==> src/hdl/dfb_pkg.sv <==
`timescale 1ns / 1ps
`default_nettype none
// ----------------------------------------------------------------------------
// dfb_pkg: shared types and constants of the display frame builder
// Holds the transfer payload structs, the frame byte constants and the
// CRC-16/MODBUS byte update.
// ----------------------------------------------------------------------------
package dfb_pkg;

	typedef struct packed {
		logic        kind;
		logic [7:0]  data_byte;
		logic [7:0]  payload_length;
		logic [15:0] vp_addr;
		logic [7:0]  word_count;
	} dfb_in_t;

	typedef struct packed {
		logic [7:0] out_byte;
		logic       frame_end;
		logic       run_last;
		logic       error;
	} dfb_out_t;

	// Item kinds.
	localparam logic KIND_WRITE = 1'b0;
	localparam logic KIND_READ  = 1'b1;

	// Frame bytes.
	localparam logic [7:0] HDR_HI    = 8'h5A;
	localparam logic [7:0] HDR_LO    = 8'hA5;
	localparam logic [7:0] CMD_WRITE = 8'h10;
	localparam logic [7:0] CMD_READ  = 8'h03;
	localparam logic [7:0] LEN_READ  = 8'h07;
	localparam logic [7:0] LEN_EXTRA = 8'h03;

	localparam logic [15:0] CRC_INIT = 16'hFFFF;
	localparam logic [15:0] CRC_POLY = 16'hA001;

	// Largest number of bytes one item can cause, and the counter width.
	localparam int RES_MAX = 10;
	localparam int CNT_W   = 4;

	// One byte of CRC-16/MODBUS, least significant bit first.
	function automatic logic [15:0] crc16_byte(input logic [15:0] crc, input logic [7:0] b);
		logic [15:0] c;
		c = crc ^ {8'h00, b};
		for (int i = 0; i < 8; i++) begin
			if (c[0]) begin
				c = (c >> 1) ^ CRC_POLY;
			end else begin
				c = c >> 1;
			end
		end
		return c;
	endfunction

	// CRC after the command byte alone, for each frame type.
	localparam logic [15:0] CRC_AFTER_WRITE = crc16_byte(CRC_INIT, CMD_WRITE);
	localparam logic [15:0] CRC_AFTER_READ  = crc16_byte(CRC_INIT, CMD_READ);

endpackage
`default_nettype wire

==> src/hdl/display_frame_builder_crc16.sv <==
`timescale 1ns / 1ps
`default_nettype none
// Flow: an accepted item is registered in the input stage, then loaded into the result
// buffer, whose entry 0 is on the output; a busy buffer holds it in the input stage.
// Throughput: one item per cycle while each item causes a single byte and the
// receiver takes every byte; a longer item holds the output while the next one waits.
// Reset: arst_n clears asynchronously; no frame is open, the CRC returns to FFFF
// and both the input stage and the result buffer are emptied.
// ----------------------------------------------------------------------------
// display_frame_builder_crc16: serial command frame builder
// Turns write payload bytes and read requests into framed byte streams with
// header, length, command and a CRC-16/MODBUS trailer.
// ----------------------------------------------------------------------------
module display_frame_builder_crc16 #(
	parameter int MAX_PAYLOAD = 252
) (
	input  wire logic              clk,
	input  wire logic              arst_n,
	input  wire logic              in_valid,
	output logic                   in_ready,
	input  wire dfb_pkg::dfb_in_t  in_item,
	output logic                   out_valid,
	input  wire logic              out_ready,
	output dfb_pkg::dfb_out_t      out_item
);
	import dfb_pkg::*;

	// Input stage. The item is registered here so that the frame logic below
	// sits between two registers.
	logic    valid_s1;
	dfb_in_t item_s1;

	// Frame state, updated when an item moves from the input stage into the
	// result buffer, so it always reflects every item handed on so far.
	logic        frame_open_q;
	logic [7:0]  bytes_left_q;
	logic [15:0] crc_q;

	// Result buffer: a short shift line of bytes; entry 0 is on the output.
	logic [7:0]         byte_q [RES_MAX];
	logic [RES_MAX-1:0] fend_q;
	logic [CNT_W-1:0]   cnt_q;
	logic               err_q;

	// Bytes and state that the item in the input stage produces.
	logic [7:0]         res_byte [RES_MAX];
	logic [RES_MAX-1:0] res_fend;
	logic [CNT_W-1:0]   res_cnt;
	logic               res_err;
	logic               nxt_open;
	logic [7:0]         nxt_left;
	logic [15:0]        nxt_crc;
	logic [15:0]        crc_data;
	logic [15:0]        crc_rd;
	logic               in_xfer;
	logic               out_xfer;
	logic               load;

	assign out_xfer = out_valid && out_ready;
	assign in_xfer  = in_valid && in_ready;

	// The buffer is refilled when it is empty or its final byte leaves in this
	// cycle, so single-byte items flow at one per cycle while out_ready stays high.
	assign load     = valid_s1 && ((cnt_q == '0) || ((cnt_q == CNT_W'(1)) && out_ready));
	assign in_ready = !valid_s1 || load;

	// Read frame CRC: the command byte is folded in as a constant, then the
	// address high byte, address low byte, the zero byte and the word count.
	assign crc_rd = crc16_byte(crc16_byte(crc16_byte(crc16_byte(CRC_AFTER_READ,
		item_s1.vp_addr[15:8]), item_s1.vp_addr[7:0]), 8'h00),
		item_s1.word_count);

	// CRC after the payload byte: a new frame starts from the command CRC.
	assign crc_data = crc16_byte(frame_open_q ? crc_q : CRC_AFTER_WRITE, item_s1.data_byte);

	always_comb begin
		for (int i = 0; i < RES_MAX; i++) begin
			res_byte[i] = 8'h00;
		end
		res_fend = '0;
		res_cnt  = CNT_W'(1);
		res_err  = 1'b0;
		nxt_open = frame_open_q;
		nxt_left = bytes_left_q;
		nxt_crc  = crc_q;
		if (item_s1.kind == KIND_READ) begin
			if (frame_open_q) begin
				// A read cannot break into an open write frame.
				res_err = 1'b1;
			end else begin
				res_byte[0] = HDR_HI;
				res_byte[1] = HDR_LO;
				res_byte[2] = LEN_READ;
				res_byte[3] = CMD_READ;
				res_byte[4] = item_s1.vp_addr[15:8];
				res_byte[5] = item_s1.vp_addr[7:0];
				res_byte[6] = 8'h00;
				res_byte[7] = item_s1.word_count;
				res_byte[8] = crc_rd[7:0];
				res_byte[9] = crc_rd[15:8];
				res_fend[9] = 1'b1;
				res_cnt     = CNT_W'(10);
				nxt_open    = 1'b0;
				nxt_left    = 8'h00;
				nxt_crc     = CRC_INIT;
			end
		end else if (frame_open_q) begin
			// Continuing payload byte, with the trailer when it is the last.
			res_byte[0] = item_s1.data_byte;
			if (bytes_left_q <= 8'd1) begin
				res_byte[1] = crc_data[7:0];
				res_byte[2] = crc_data[15:8];
				res_fend[2] = 1'b1;
				res_cnt     = CNT_W'(3);
				nxt_open    = 1'b0;
				nxt_left    = 8'h00;
				nxt_crc     = CRC_INIT;
			end else begin
				nxt_left = bytes_left_q - 8'd1;
				nxt_crc  = crc_data;
			end
		end else if (item_s1.payload_length > 8'(MAX_PAYLOAD)) begin
			// Over-long frame: rejected, state left as it is.
			res_err = 1'b1;
		end else begin
			res_byte[0] = HDR_HI;
			res_byte[1] = HDR_LO;
			res_byte[2] = item_s1.payload_length + LEN_EXTRA;
			res_byte[3] = CMD_WRITE;
			if (item_s1.payload_length == 8'd0) begin
				// Empty frame: the CRC covers the command byte alone.
				res_byte[4] = CRC_AFTER_WRITE[7:0];
				res_byte[5] = CRC_AFTER_WRITE[15:8];
				res_fend[5] = 1'b1;
				res_cnt     = CNT_W'(6);
			end else begin
				res_byte[4] = item_s1.data_byte;
				if (item_s1.payload_length == 8'd1) begin
					res_byte[5] = crc_data[7:0];
					res_byte[6] = crc_data[15:8];
					res_fend[6] = 1'b1;
					res_cnt     = CNT_W'(7);
				end else begin
					res_cnt  = CNT_W'(5);
					nxt_open = 1'b1;
					nxt_left = item_s1.payload_length - 8'd1;
					nxt_crc  = crc_data;
				end
			end
		end
	end

	// Input stage control.
	always_ff @(posedge clk or negedge arst_n) begin
		if (!arst_n) begin
			valid_s1 <= 1'b0;
		end else if (in_xfer) begin
			valid_s1 <= 1'b1;
		end else if (load) begin
			valid_s1 <= 1'b0;
		end
	end

	// Input stage payload.
	always_ff @(posedge clk) begin
		if (in_xfer) begin
			item_s1 <= in_item;
		end
	end

	// Frame state and buffer occupancy.
	always_ff @(posedge clk or negedge arst_n) begin
		if (!arst_n) begin
			frame_open_q <= 1'b0;
			bytes_left_q <= 8'h00;
			crc_q        <= CRC_INIT;
			cnt_q        <= '0;
		end else if (load) begin
			frame_open_q <= nxt_open;
			bytes_left_q <= nxt_left;
			crc_q        <= nxt_crc;
			cnt_q        <= res_cnt;
		end else if (out_xfer) begin
			cnt_q <= cnt_q - CNT_W'(1);
		end
	end

	// Buffer contents: loaded whole, then shifted by one on each transfer.
	always_ff @(posedge clk) begin
		if (load) begin
			for (int i = 0; i < RES_MAX; i++) begin
				byte_q[i] <= res_byte[i];
			end
			fend_q <= res_fend;
			err_q  <= res_err;
		end else if (out_xfer) begin
			for (int i = 0; i < RES_MAX - 1; i++) begin
				byte_q[i] <= byte_q[i+1];
			end
			fend_q <= fend_q >> 1;
		end
	end

	assign out_valid          = (cnt_q != '0);
	assign out_item.out_byte  = byte_q[0];
	assign out_item.frame_end = fend_q[0];
	assign out_item.run_last  = (cnt_q == CNT_W'(1));
	assign out_item.error     = err_q;

endmodule
`default_nettype wire

==> config.mk <==
export PLATFORM = sky130hd
export DESIGN_NAME = display_frame_builder_crc16
export DESIGN_NICKNAME = d
export VERILOG_FILES = /design/src/hdl/dfb_pkg.sv /design/src/hdl/display_frame_builder_crc16.sv
export SDC_FILE = /design/constraint.sdc
export NUM_CORES = 1
export LEC_CHECK = 0
export BUFFER_PORTS_ARGS = -buffer_cell sky130_fd_sc_hd__buf_2
export CAP_MARGIN = 5
export CORE_UTILIZATION = 55
export DETAILED_ROUTE_END_ITERATION = 7
export GPL_TIMING_DRIVEN = 0
export PLACE_DENSITY = 0.77
export SLEW_MARGIN = 20
export SYNTH_ARGS = -nofsm -noshare
export SYNTH_HDL_FRONTEND = slang
export SYNTH_SLANG_ARGS = --single-unit
==> constraint.sdc <==
create_clock -name clk -period 3.07 [get_ports clk]
set_input_delay 0.614 -clock clk [delete_from_list [all_inputs] [get_ports clk]]
set_output_delay 0.614 -clock clk [all_outputs]
set_load 0.01 [all_outputs]
Word-level counts from Yosys, hierarchy flattened
Memory sizes are Yosys's and may differ from the RTL's.
Cells that the tools add are included.

word-level totals
  register bits after elaboration = 82
  bits in writable memories = 80
  input port bits = 45
  output and inout bits = 13
  logic and storage cells = 205
  memories kept = 1

operators by class
  $add $sub $neg = 4
  magnitude comparators = 2
  equal/unequal tests = 6
  mux-type cells = 113
  bitwise operators = 53
  reduce and logical (&&, ||, !) cells = 13

memory list
  memory  depth  bits a word  rd ports  clocked after memory_dff  write ports  line                               RTL
  byte_q  10     8            10        0                         10           display_frame_builder_crc16.sv:40  logic [7:0] byte_q [RES_MAX];

operator list
  operator             number
  $mux 16              51
  $mux 8               17
  $not 2->3            40
  $mux 79              1
  $mux 56              1
  $mux 55              1
  $mux 24              2
  $xor 16x8->16        3
  $mux 32              1
  $mux 4               7
  $mux 1               25
  $mux 10              2
  $sub 8x1->8 const B  2
  $mux 2               5
  $not 8->10           1
  $ne 3x3->1 const B   3
  $or 1x1->1           9
  $add 8x2->8 const B  1
  $eq 8x1->1 const B   1
  $gt 8x8->1 const B   1
  $le 8x1->1 const B   1
  $logic_not 8->1      1
  $reduce_and 5->1     1
  $eq 4x1->1 const B   1
  8 further kinds      13

Logic depth before layout (Yosys ltp)
Gate-level depths: netlist (run 1).

  depth after elaboration = 70
  depth in mapped cells = 11
  mapped depth without buffers = 9

Worst setup path before layout (run 1)
No wires, ideal clock.

  path type = reg2reg
  start = register cnt_q[0]
  end = register cnt_q[1]
  library setup time = 0.119 ns
  arrival time = 3.280 ns
  data required time = 2.951 ns
  slack = -0.329 ns
  stages on the path, launching flop included = 9
  path buffers = 0
  period minus slack after synthesis = 3.399 ns
  cell sequence = dfrtp_1 -> inv_1 -> ha_1 -> nand2_1 -> nand2_1 -> and2_1 -> inv_1 -> o21ai_0 -> o211ai_1

on the way
  elaborated cells on any way between the ends = 11
  those cells by class = add/sub (1); eq/ne (1); mux (2); reduce/logical (7)

RTL lines
  what                         line                                RTL
  start: declaration           display_frame_builder_crc16.sv:42   logic [CNT_W-1:0] cnt_q;
  start signal: assignment     display_frame_builder_crc16.sv:182  cnt_q <= res_cnt;
  start signal: assignment     display_frame_builder_crc16.sv:184  cnt_q <= cnt_q - CNT_W'(1);
  $reduce_bool 4->1            display_frame_builder_crc16.sv:204  assign out_valid = (cnt_q != '0);
  net out_valid                display_frame_builder_crc16.sv:22   output logic out_valid,
  $logic_and 1x1->1            display_frame_builder_crc16.sv:59   assign out_xfer = out_valid && out_ready;
  $reduce_bool 2->1 (no line)  n/a

The timed path passes the listed nets, and every way through them passes these cells. The select of a mux whose other input is x is not followed.
A chain may end at the register's enable or synchronous reset.

==> qor.txt, run 1 <==
synthesized cell area -> 7960 µm²
worst-path cell chain -> inv_1, nor2_1, xnor2_1, xnor3_2, xnor2_4, xor2_1, a31o_2
GRT met1 Usage -> 35.7%
Post-synth top cells -> edfxtp_1 (126), nand2_1 (106), xnor2_1 (63)
Critical Path RT -> 3.26 ns
RSZ-0062 raised after global routing -> no
CTS root buffer -> clkbuf_16
final hold vios -> 0
core region area -> 14000 µm²
Static Leakage -> 0.00360 µW
height of the die -> 122 µm
M3 GR Usage -> 5.90%
layout cells sized above 1 -> 17.3%
# diodes -> 0
H-tree depth -> 4
largest net degree at the start of global routing -> 38
Design Area, Final -> 9210 µm²
Max Freq -> 348 MHz
post-synthesis net count -> 759
Slowest-stage cell, CP -> xnor3_2
critical path class -> register to register
Post-Synthesis Cells -> 707
Yosys cell types -> 56
critical path startpoint category -> register
antenna-violating nets left -> 0
count leader, synth -> edfxtp_1
routability congestion estimate -> 0.900
TritonCTS Sinks -> 162
Num CTS Buffers -> 17
Slew Limit Fails -> 0
clock skew -> 0.0118 ns
VDD IR max -> 0.000675 V
global routing's busiest layer -> met2
clk slew on worst S/H paths -> 0.07 ns
Clock Latency Late Sink -> 0.44 ns
DRC Markers -> 0
Primary FF master, synth -> edfxtp_1
DR vias/cell -> 5.93
area delta synth->final -> 15.7%
initial antenna violation count -> 0
Synth Warn # -> 0
drt total wl -> 19.7 mm
Final min period -> 2.87 ns
Hold WC Path Type -> input port to asynchronous set/reset pin
Initial Util -> 56.9%
fin nets -> 838
asr flop ratio synth -> 18.5%
IO Pins -> 58
grt ovf -> 0
First-pass DRT Iterations -> 6
met2 Use GR -> 47.4%
CP max FO -> 7
arrival time of the worst setup path -> 3.07 ns
Yosys reg bits -> 162
Post-synth EDFFs -> 126
status -> complete, no violations
Chip Width -> 122 µm
register area share after synthesis -> 58.8%
overall power -> 11100 µW
via count -> 5803
vias in the first global route -> 5721
largest cells by area after synthesis -> edfxtp_1 (48%), xnor2_1 (6.9%), dfstp_2 (5.3%)
Port Buffers -> 57
clk buf depth -> 2
area occupied by multi-input gates -> 3020 µm²
FF/Latch Area -> 4670 µm²
share of the synthesized area in the top cell type -> 47.6%
worst setup margin -> 0.197 ns
largest stage delay on the critical path -> 0.59 ns
row count -> 43
first-pass GRT wire length -> 30.6 mm
post-route clock period utilization -> 93.6%
crit path capture type -> register
DRT iter0 DRCs -> 544
P per Cell Area -> 1210 nW/µm²
full die area -> 15000 µm²
gr usage total -> 28.2%
fill count -> 1087
Post-DP HPWL -> 14.0 mm
headroom to the max-slew limit -> 37.1%
area leader, netlist -> edfxtp_1
worst-margin pin slew -> 0.944 ns
pre-CTS setup slack -> 0.0748 ns
hold_buf cts -> 0
TritonCTS clock tree -> done
Final Setup Violations -> 0
Max Cap Viol -> 0
syn_area_per_cell -> 11.3 µm²
Placed Instance Area -> 8540 µm²
WL per Instance -> 20.1 µm
registers in the layout, indices dropped and copies added (netlist names):
register      flops
crc_q            16
cnt_q             4
fend_q           10
bytes_left_q      8
valid_s1          1
err_q             1
byte_q           80
frame_open_q      1
item_s1          41
metal layers:
| layer | wire length [µm] | vias to the layer above |
|---|---|---|
| met1 | 7970 | 2857 |
| met4 | 393 | 0 |
| met3 | 1410 | 34 |
| met5 | 0 | - |
| met2 | 9920 | 238 |
| li1 | - | 2674 |
cell families after synthesis:
family | after synthesis | synth area share [%]
and+or+nand+nor | 261 | 14.8
DFF | 162 | 58.8
AOI/OAI and AO/OA | 126 | 10.8
xor gates and xnor gates | 91 | 10.9
buffers and inverters | 59 | 3.44
adders and majority gates | 7 | 1.10
muxes | 1 | 0.126
critical path: cells and delay by family, from the launching register on:
kind | cells | cell delay (ns)
AO/OA/AOI/OAI | 1 | 0.27
XOR/XNOR | 4 | 1.55
buffers and inverters | 1 | 0.23
flip-flops | 1 | 0.48
AND/OR/NAND/NOR | 1 | 0.10
final cells by class:
| class | instances | area share, % |
|---|---|---|
| repair buffers | 60 | 3.83 |
| inverters | 13 | 0.571 |
| multi-input cells | 486 | 32.8 |
| clock buffers | 20 | 4.96 |
| plain buffers | 46 | 2.46 |
| flip-flops and latches | 162 | 50.8 |
| well taps | 180 | 2.45 |
| clock inverters | 12 | 2.16 |
power breakdown:
group | leakage, µW | internal [µW] | switching (µW) | total [µW]
Clock | 0.000321 | 1490 | 871 | 2360
Sequential | 0.00162 | 3520 | 505 | 4020
Combinational | 0.00166 | 1930 | 2810 | 4740
worst paths after layout:
| check | endpoint | startpoint | slack [ns] | cells past startpoint |
|---|---|---|---|---|
| max | byte_q[0][8] | frame_open_q | 0.20 | 7 |
| min reg2reg | fend_q[0] | fend_q[0] | 0.46 | 2 |
| min in group clk | item_s1[15] | in_item[15] | 0.35 | 1 |
| max reg2reg | byte_q[0][8] | frame_open_q | 0.20 | 7 |
| max in group asynchronous | bytes_left_q[1] | arst_n | 2.36 | 1 |
| min | valid_s1 | arst_n | 0.23 | 1 |
stage by stage:
stage	hold slack [ns]	utilization, %	instances	TNS [ns]
2_1_floorplan	0.318	-	707	0
5_1_grt	0.271	65.8	979	0
4_1_cts	0.234	65.7	979	0
3_5_place_dp	0.452	61.0	947	0
6_report	0.232	65.8	979	0
3_3_place_gp	0.443	60.6	944	-38.89
cells in the final DEF (no fill, tap or decap), drive strengths merged, types with 22 or more instances in the layout:
master,n
clkbuf,47
o21ai,32
nand3,50
nand2,106
a22o,22
buf,79
nor2,52
xor2,24
xnor2,64
edfxtp,126
a21oi,28
timing repair:
action	CTS	global route
resized for setup	0	4
buffers inserted	0	0
setup endpoints to repair	0	20
Power figures use the tool's default switching activity.
==> inputs of run 2 (changes only) <==
REMOVE_ABC_BUFFERS = 1   (was default)
==> run 2 against run 1 <==
  * Design area fell by 0.88%
  * Maximum frequency fell by 3.2%
  * Critical path depth did not move
  * Clock-buffer cell count rose by 5
  * Flip-flop and latch count did not move
  * Via count fell by 3.1%
  * Combinational power fell by 4%
  * Utilization fell by 0.58 points
  * First-iteration DRC count rose by 22%
  * Total power fell by 1.6%
  * Cell count fell by 3.3%
  * Register-to-register slack got worse by 0.096 ns
  * Critical endpoint is now byte_q[0][23]
  * Largest power group unchanged
==> qor.txt, run 2 (synthesis results as in run 1) <==
hold_buf cts -> 0 (unchanged)
Post-DP HPWL -> 12.1 mm (was 14.0 mm)
First-pass DRT Iterations -> 5 (was 6)
arrival time of the worst setup path -> 3.16 ns (was 3.07 ns)
largest stage delay on the critical path -> 0.73 ns (was 0.59 ns)
Initial Util -> 56.9% (unchanged)
antenna-violating nets left -> 0 (unchanged)
largest register by flop count -> byte_q (unchanged)
R2R depth -> 7 (unchanged)
Hold WC Path Type -> input port to asynchronous set/reset pin (unchanged)
layout cells sized above 1 -> 18.1% (was 17.3%)
area delta synth->final -> 14.7% (was 15.7%)
DRC Markers -> 0 (unchanged)
routability congestion estimate -> 0.930 (was 0.900)
drt total wl -> 18.3 mm (was 19.7 mm)
Max Freq -> 337 MHz (was 348 MHz)
overall power -> 10900 µW (was 11100 µW)
IO Pins -> 58 (unchanged)
Final min period -> 2.97 ns (was 2.87 ns)
full die area -> 15000 µm² (unchanged)
Final Setup Violations -> 0 (unchanged)
row count -> 43 (unchanged)
Clock Latency Late Sink -> 0.44 ns (about the same)
CTS root buffer -> clkbuf_16 (unchanged)
Slew Limit Fails -> 0 (unchanged)
pre-CTS setup slack -> -0.289 ns (was 0.0748 ns)
setup TNS -> 0 ns (unchanged)
CP max FO -> 43 (was 7)
Reg2Reg Setup Slack -> 0.10 ns (was 0.20 ns)
headroom to the max-slew limit -> 23.4% (was 37.1%)
worst-path cell chain -> clkinvlp_4, nor2_1, xnor2_2, xnor3_2, xnor2_4, o22ai_1, a22o_1 (was inv_1, nor2_1, xnor2_1, xnor3_2, xnor2_4, xor2_1, a31o_2)
clock skew -> 0.00914 ns (was 0.0118 ns)
Largest regs -> byte_q x80, item_s1 x41, crc_q x16 (unchanged)
core region area -> 14000 µm² (unchanged)
TritonCTS clock tree -> done (unchanged)
hold slack -> 0.229 ns (was 0.232 ns)
clk slew on worst S/H paths -> 0.06 ns (was 0.07 ns)
vias in the first global route -> 5441 (was 5721)
critical path startpoint category -> register (unchanged)
WL per Instance -> 19.3 µm (was 20.1 µm)
worst setup path startpoint -> frame_open_q (unchanged)
post-route clock period utilization -> 96.7% (was 93.6%)
largest net degree at the start of global routing -> 63 (was 38)
P per Cell Area -> 1200 nW/µm² (was 1210 nW/µm²)
clk buf depth -> 2 (unchanged)
DRT iter0 DRCs -> 663 (was 544)
crit path capture type -> register (unchanged)
TritonCTS Sinks -> 162 (unchanged)
fin nets -> 806 (was 838)
first-pass GRT wire length -> 28.9 mm (was 30.6 mm)
Static Leakage -> 0.00354 µW (was 0.00360 µW)
# diodes -> 0 (unchanged)
Max Cap Viol -> 0 (unchanged)
Slowest-stage cell, CP -> dfrtp_4 (was xnor3_2)
DR vias/cell -> 5.94 (was 5.93)
final hold vios -> 0 (unchanged)
most common cell after layout, fill and taps aside -> edfxtp_1 (unchanged)
Port Buffers -> 57 (unchanged)
grt ovf -> 0 (unchanged)
area occupied by multi-input gates -> 3040 µm² (was 3020 µm²)
critical path class -> register to register (unchanged)
initial antenna violation count -> 0 (unchanged)
Reg2Reg Launch Point -> frame_open_q (unchanged)
height of the die -> 122 µm (unchanged)
worst-margin pin slew -> 1.15 ns (was 0.944 ns)
FF-to-FF End -> byte_q[0][23] (was byte_q[0][8])
fill count -> 1051 (was 1087)
Critical Path RT -> 3.26 ns (about the same)
status -> complete, no violations (unchanged)
worst setup margin -> 0.101 ns (was 0.197 ns)
Chip Width -> 122 µm (unchanged)
H-tree depth -> 4 (unchanged)
FF/Latch Area -> 4680 µm² (was 4670 µm²)
max reg flops -> 80 (unchanged)
VDD IR max -> 0.000760 V (was 0.000675 V)
gr usage total -> 26.5% (was 28.2%)
Num CTS Buffers -> 17 (unchanged)
via count -> 5625 (was 5803)
most frequent cells in the layout -> edfxtp_1 (126), nand2_1 (106), xnor2_1 (62) (was edfxtp_1 (126), nand2_1 (106), xnor2_1 (63))
-- run 2: how the worst max path moves through the flow --
stage / end / slack, ns
CTS: byte_q[0][23] / 0.0009
detailed placement: bytes_left_q[2] / -0.29
finish: byte_q[0][23] / 0.10
floorplan: byte_q[0][47] / -2.06
global placement: byte_q[0][47] / -4.26
global route: byte_q[0][8] / -0.01
-- run 2: worst max-delay path: cells and delay by family (launching register included) --
kind | cells | cell delay, ns
xor+xnor | 3 | 1.04
flops | 1 | 0.73
compound gates | 2 | 0.42
simple gates | 1 | 0.23
buf+inv | 1 | 0.30
-- run 2: what timing repair did --
item                       4_1_cts  5_1_grt
setup endpoints to repair       46       15
gates resized for setup          3        1
pin swaps                        1        0
cloned                           1        0
buffers inserted                 2        7
-- run 2: where the power goes --
group,switching [µW],leakage [µW],total [µW],internal [µW]
logic,2630,0.00161,4560,1930
registers,595,0.00162,4120,3520
clock network,853,0.000305,2270,1420
-- run 2: per-stage QoR --
step / cells / utilization [%] / instance area (µm²)
floorplan: 661 / - / 7730
global placement: 898 / 58.9 / 8240
detailed placement: 905 / 60.0 / 8400
CTS: 940 / 64.8 / 9070
global route: 947 / 65.2 / 9120
finish: 947 / 65.2 / 9120
-- run 2: layout make-up --
class | instances | area share, %
Sequential cell | 162 | 51.3
Multi-Input combinational cell | 486 | 33.3
Clock buffer | 25 | 5.66
Timing Repair Buffer | 73 | 5.29
Tap cell | 180 | 2.47
Clock inverter | 7 | 1.30
Inverter | 13 | 0.645
Timing Repair inverter | 1 | 0.0549
-- run 2: layer usage --
layer  share of wire (%)  track usage (%)  wire [µm]  vias to the layer above
met1                  42             34.6       7590                     2743
li1                    -                -          -                     2601
met5                   0                0          0                        -
met2                  49             42.7       8940                      243
met3                 6.9             5.86       1250                       38
met4                 2.7             11.0        485                        0
==> inputs of run 3 (changes only) <==
--- a/config.mk
+++ b/config.mk
@@ -11,6 +11,7 @@
 export DETAILED_ROUTE_END_ITERATION = 7
 export GPL_TIMING_DRIVEN = 0
-export PLACE_DENSITY = 0.77
+export PLACE_DENSITY = 0.8
 export REMOVE_ABC_BUFFERS = 1
+export SETUP_SLACK_MARGIN = 0.2
 export SLEW_MARGIN = 20
 export SYNTH_ARGS = -nofsm -noshare
==> constraint.sdc (replaced) <==
create_clock -name clk -period 3.07 [get_ports clk]
set_input_delay 0.614 -clock clk [delete_from_list [all_inputs] [get_ports clk]]
set_output_delay 0.614 -clock clk [all_outputs]
set_load 0.02 [all_outputs]
==> run 3 against run 2 <==
  * Utilization down 0.23 points
  * Cell count down 0.53%
  * Flip-flop and latch count unchanged
  * Maximum frequency up 8.3%
  * Global-route usage down 0.79 points
  * Die area unchanged
  * Critical path type unchanged
  * Clock-buffer cell count down 8
  * Combinational power up 2%
  * Clock skew down 0.00057 ns
  * Design area down 0.36%
  * Sequential power down 1%
==> qor.txt, run 3 (synthesis results as in run 1) <==
clk slew on worst S/H paths -> 0.06 ns (about the same)
Critical Path RT -> 3.25 ns (was 3.26 ns)
Initial Util -> 56.9% (unchanged)
status -> complete, no violations (unchanged)
vias in the first global route -> 5470 (was 5441)
Largest regs -> byte_q x80, item_s1 x41, crc_q x16 (unchanged)
initial antenna violation count -> 0 (unchanged)
critical path startpoint category -> register (unchanged)
Post-Place Cells -> 906 (was 905)
first-pass GRT wire length -> 28.2 mm (was 28.9 mm)
VDD IR max -> 0.000709 V (was 0.000760 V)
final hold vios -> 0 (unchanged)
Post-DP HPWL -> 12.2 mm (was 12.1 mm)
full die area -> 15000 µm² (unchanged)
Reg2Reg Setup Slack -> 0.33 ns (was 0.10 ns)
Design Area, Final -> 9090 µm² (was 9120 µm²)
largest net degree at the start of global routing -> 63 (unchanged)
Port Buffers -> 57 (unchanged)
First-pass DRT Iterations -> 5 (unchanged)
clk buf depth -> 2 (unchanged)
critical path class -> register to register (unchanged)
Final min period -> 2.74 ns (was 2.97 ns)
Max Cap Viol -> 0 (unchanged)
hold_buf cts -> 0 (unchanged)
IO Pins -> 58 (unchanged)
core region area -> 14000 µm² (unchanged)
most common cell after layout, fill and taps aside -> edfxtp_1 (unchanged)
layout cells sized above 1 -> 18.5% (was 18.1%)
drt total wl -> 17.9 mm (was 18.3 mm)
Final Util -> 65.0% (was 65.2%)
Final Setup Violations -> 0 (unchanged)
DRC Markers -> 0 (unchanged)
max reg flops -> 80 (unchanged)
P per Cell Area -> 1180 nW/µm² (was 1200 nW/µm²)
Chip Width -> 122 µm (unchanged)
Static Leakage -> 0.00350 µW (was 0.00354 µW)
CP max FO -> 23 (was 43)
Placed Instance Area -> 8450 µm² (was 8400 µm²)
post-route clock period utilization -> 89.3% (was 96.7%)
H-tree depth -> 4 (unchanged)
Layout Cells excl Fill -> 942 (was 947)
worst-margin pin slew -> 0.748 ns (was 1.15 ns)
DR vias/cell -> 5.96 (was 5.94)
most frequent cells in the layout -> edfxtp_1 (126), nand2_1 (105), xnor2_1 (62) (was edfxtp_1 (126), nand2_1 (106), xnor2_1 (62))
TritonCTS Sinks -> 162 (unchanged)
height of the die -> 122 µm (unchanged)
Hold WC Path Type -> input port to asynchronous set/reset pin (unchanged)
TritonCTS clock tree -> done (unchanged)
Clock Latency Late Sink -> 0.43 ns (was 0.44 ns)
antenna-violating nets left -> 0 (unchanged)
via count -> 5617 (was 5625)
clock skew -> 0.00857 ns (was 0.00914 ns)
area delta synth->final -> 14.3% (was 14.7%)
crit path capture type -> register (unchanged)
grt ovf -> 0 (unchanged)
row count -> 43 (unchanged)
DRT iter0 DRCs -> 662 (was 663)
# diodes -> 0 (unchanged)
WL per Instance -> 19.0 µm (was 19.3 µm)
arrival time of the worst setup path -> 2.92 ns (was 3.16 ns)
setup TNS -> 0 ns (unchanged)
fin nets -> 801 (was 806)
largest register by flop count -> byte_q (unchanged)
headroom to the max-slew limit -> 50.2% (was 23.4%)
gr usage total -> 25.7% (was 26.5%)
routability congestion estimate -> 0.918 (was 0.930)
Num CTS Buffers -> 17 (unchanged)
Slew Limit Fails -> 0 (unchanged)
Max Freq -> 365 MHz (was 337 MHz)
CTS root buffer -> clkbuf_16 (unchanged)
RSZ-0062 raised after global routing -> yes
-- run 3: cell types whose count changed in the layout (fill, tap and decap cells not counted), moves of 2 or more --
| cell | before | now |
|---|---|---|
| bufinv_16 | 3 | 0 |
| buf_12 | 4 | 1 |
| clkbuf_1 | 3 | 0 |
| inv_6 | 1 | 3 |
| inv_8 | 0 | 2 |
| buf_16 | 1 | 5 |
| nand3_1 | 49 | 47 |
| clkbuf_8 | 4 | 0 |
| buf_4 | 10 | 2 |
| clkinv_4 | 0 | 4 |
-- run 3: power breakdown --
group	internal [µW]	leakage (µW)	switching, µW
registers	3520	0.00162	557
clock network	1060	0.000264	941
logic	1950	0.00162	2720
total	6520	0.00350	4220
-- run 3: layout make-up --
class | count | area, µm²
tap | 180 | 225
clock buffer | 17 | 425
timing repair buffer | 68 | 493
fill | 1062 | 4900
sequential | 162 | 4680
clock inverter | 15 | 131
multi-input combinational | 486 | 3070
timing repair inverter | 1 | 5.00
inverter | 13 | 58.8
-- run 3: worst paths after layout --
check	startpoint	endpoint	depth (start not counted)
max in group asynchronous	arst_n	frame_open_q	1
min reg2reg	fend_q[1]	fend_q[1]	2
min in group clk	in_item[22]	item_s1[22]	1
min	arst_n	bytes_left_q[6]	1
max	frame_open_q	byte_q[0][23]	7
max reg2reg	frame_open_q	byte_q[0][23]	7
-- run 3: per-layer routing --
| layer | track usage, % | vias up | routed length (µm) |
|---|---|---|---|
| li1 | - | 2592 | - |
| met1 | 33.5 | 2749 | 7390 |
| met2 | 41.0 | 234 | 8790 |
| met3 | 5.39 | 42 | 1120 |
| met4 | 12.2 | 0 | 555 |
| met5 | 0 | - | 0 |
-- run 3: repair_timing --
action                     4_1_cts  5_1_grt
pin swaps                        0        2
gates cloned                     1        0
setup buffers                    3        0
gates resized for setup          7        4
setup endpoints to repair       65       20
-- run 3: worst max-delay path: stages, from the launching register on --
cell and delay, ns:
dfrtp_4 0.63, clkinvlp_4 0.18, nor2_1 0.19, xnor2_2 0.22
xnor3_2 0.54, xnor2_4 0.31, o22ai_1 0.18, a22o_1 0.23
-- run 3: stage by stage --
stage / worst slack [ns] / total power (µW) / hold slack [ns]
2_1_floorplan: -2.06 / 7200 / 0.318
3_3_place_gp: -4.22 / 8260 / 0.443
3_5_place_dp: -0.319 / 8600 / 0.454
4_1_cts: 0.265 / 10700 / 0.252
5_1_grt: 0.188 / 11300 / 0.278
6_report: 0.329 / 10700 / 0.249
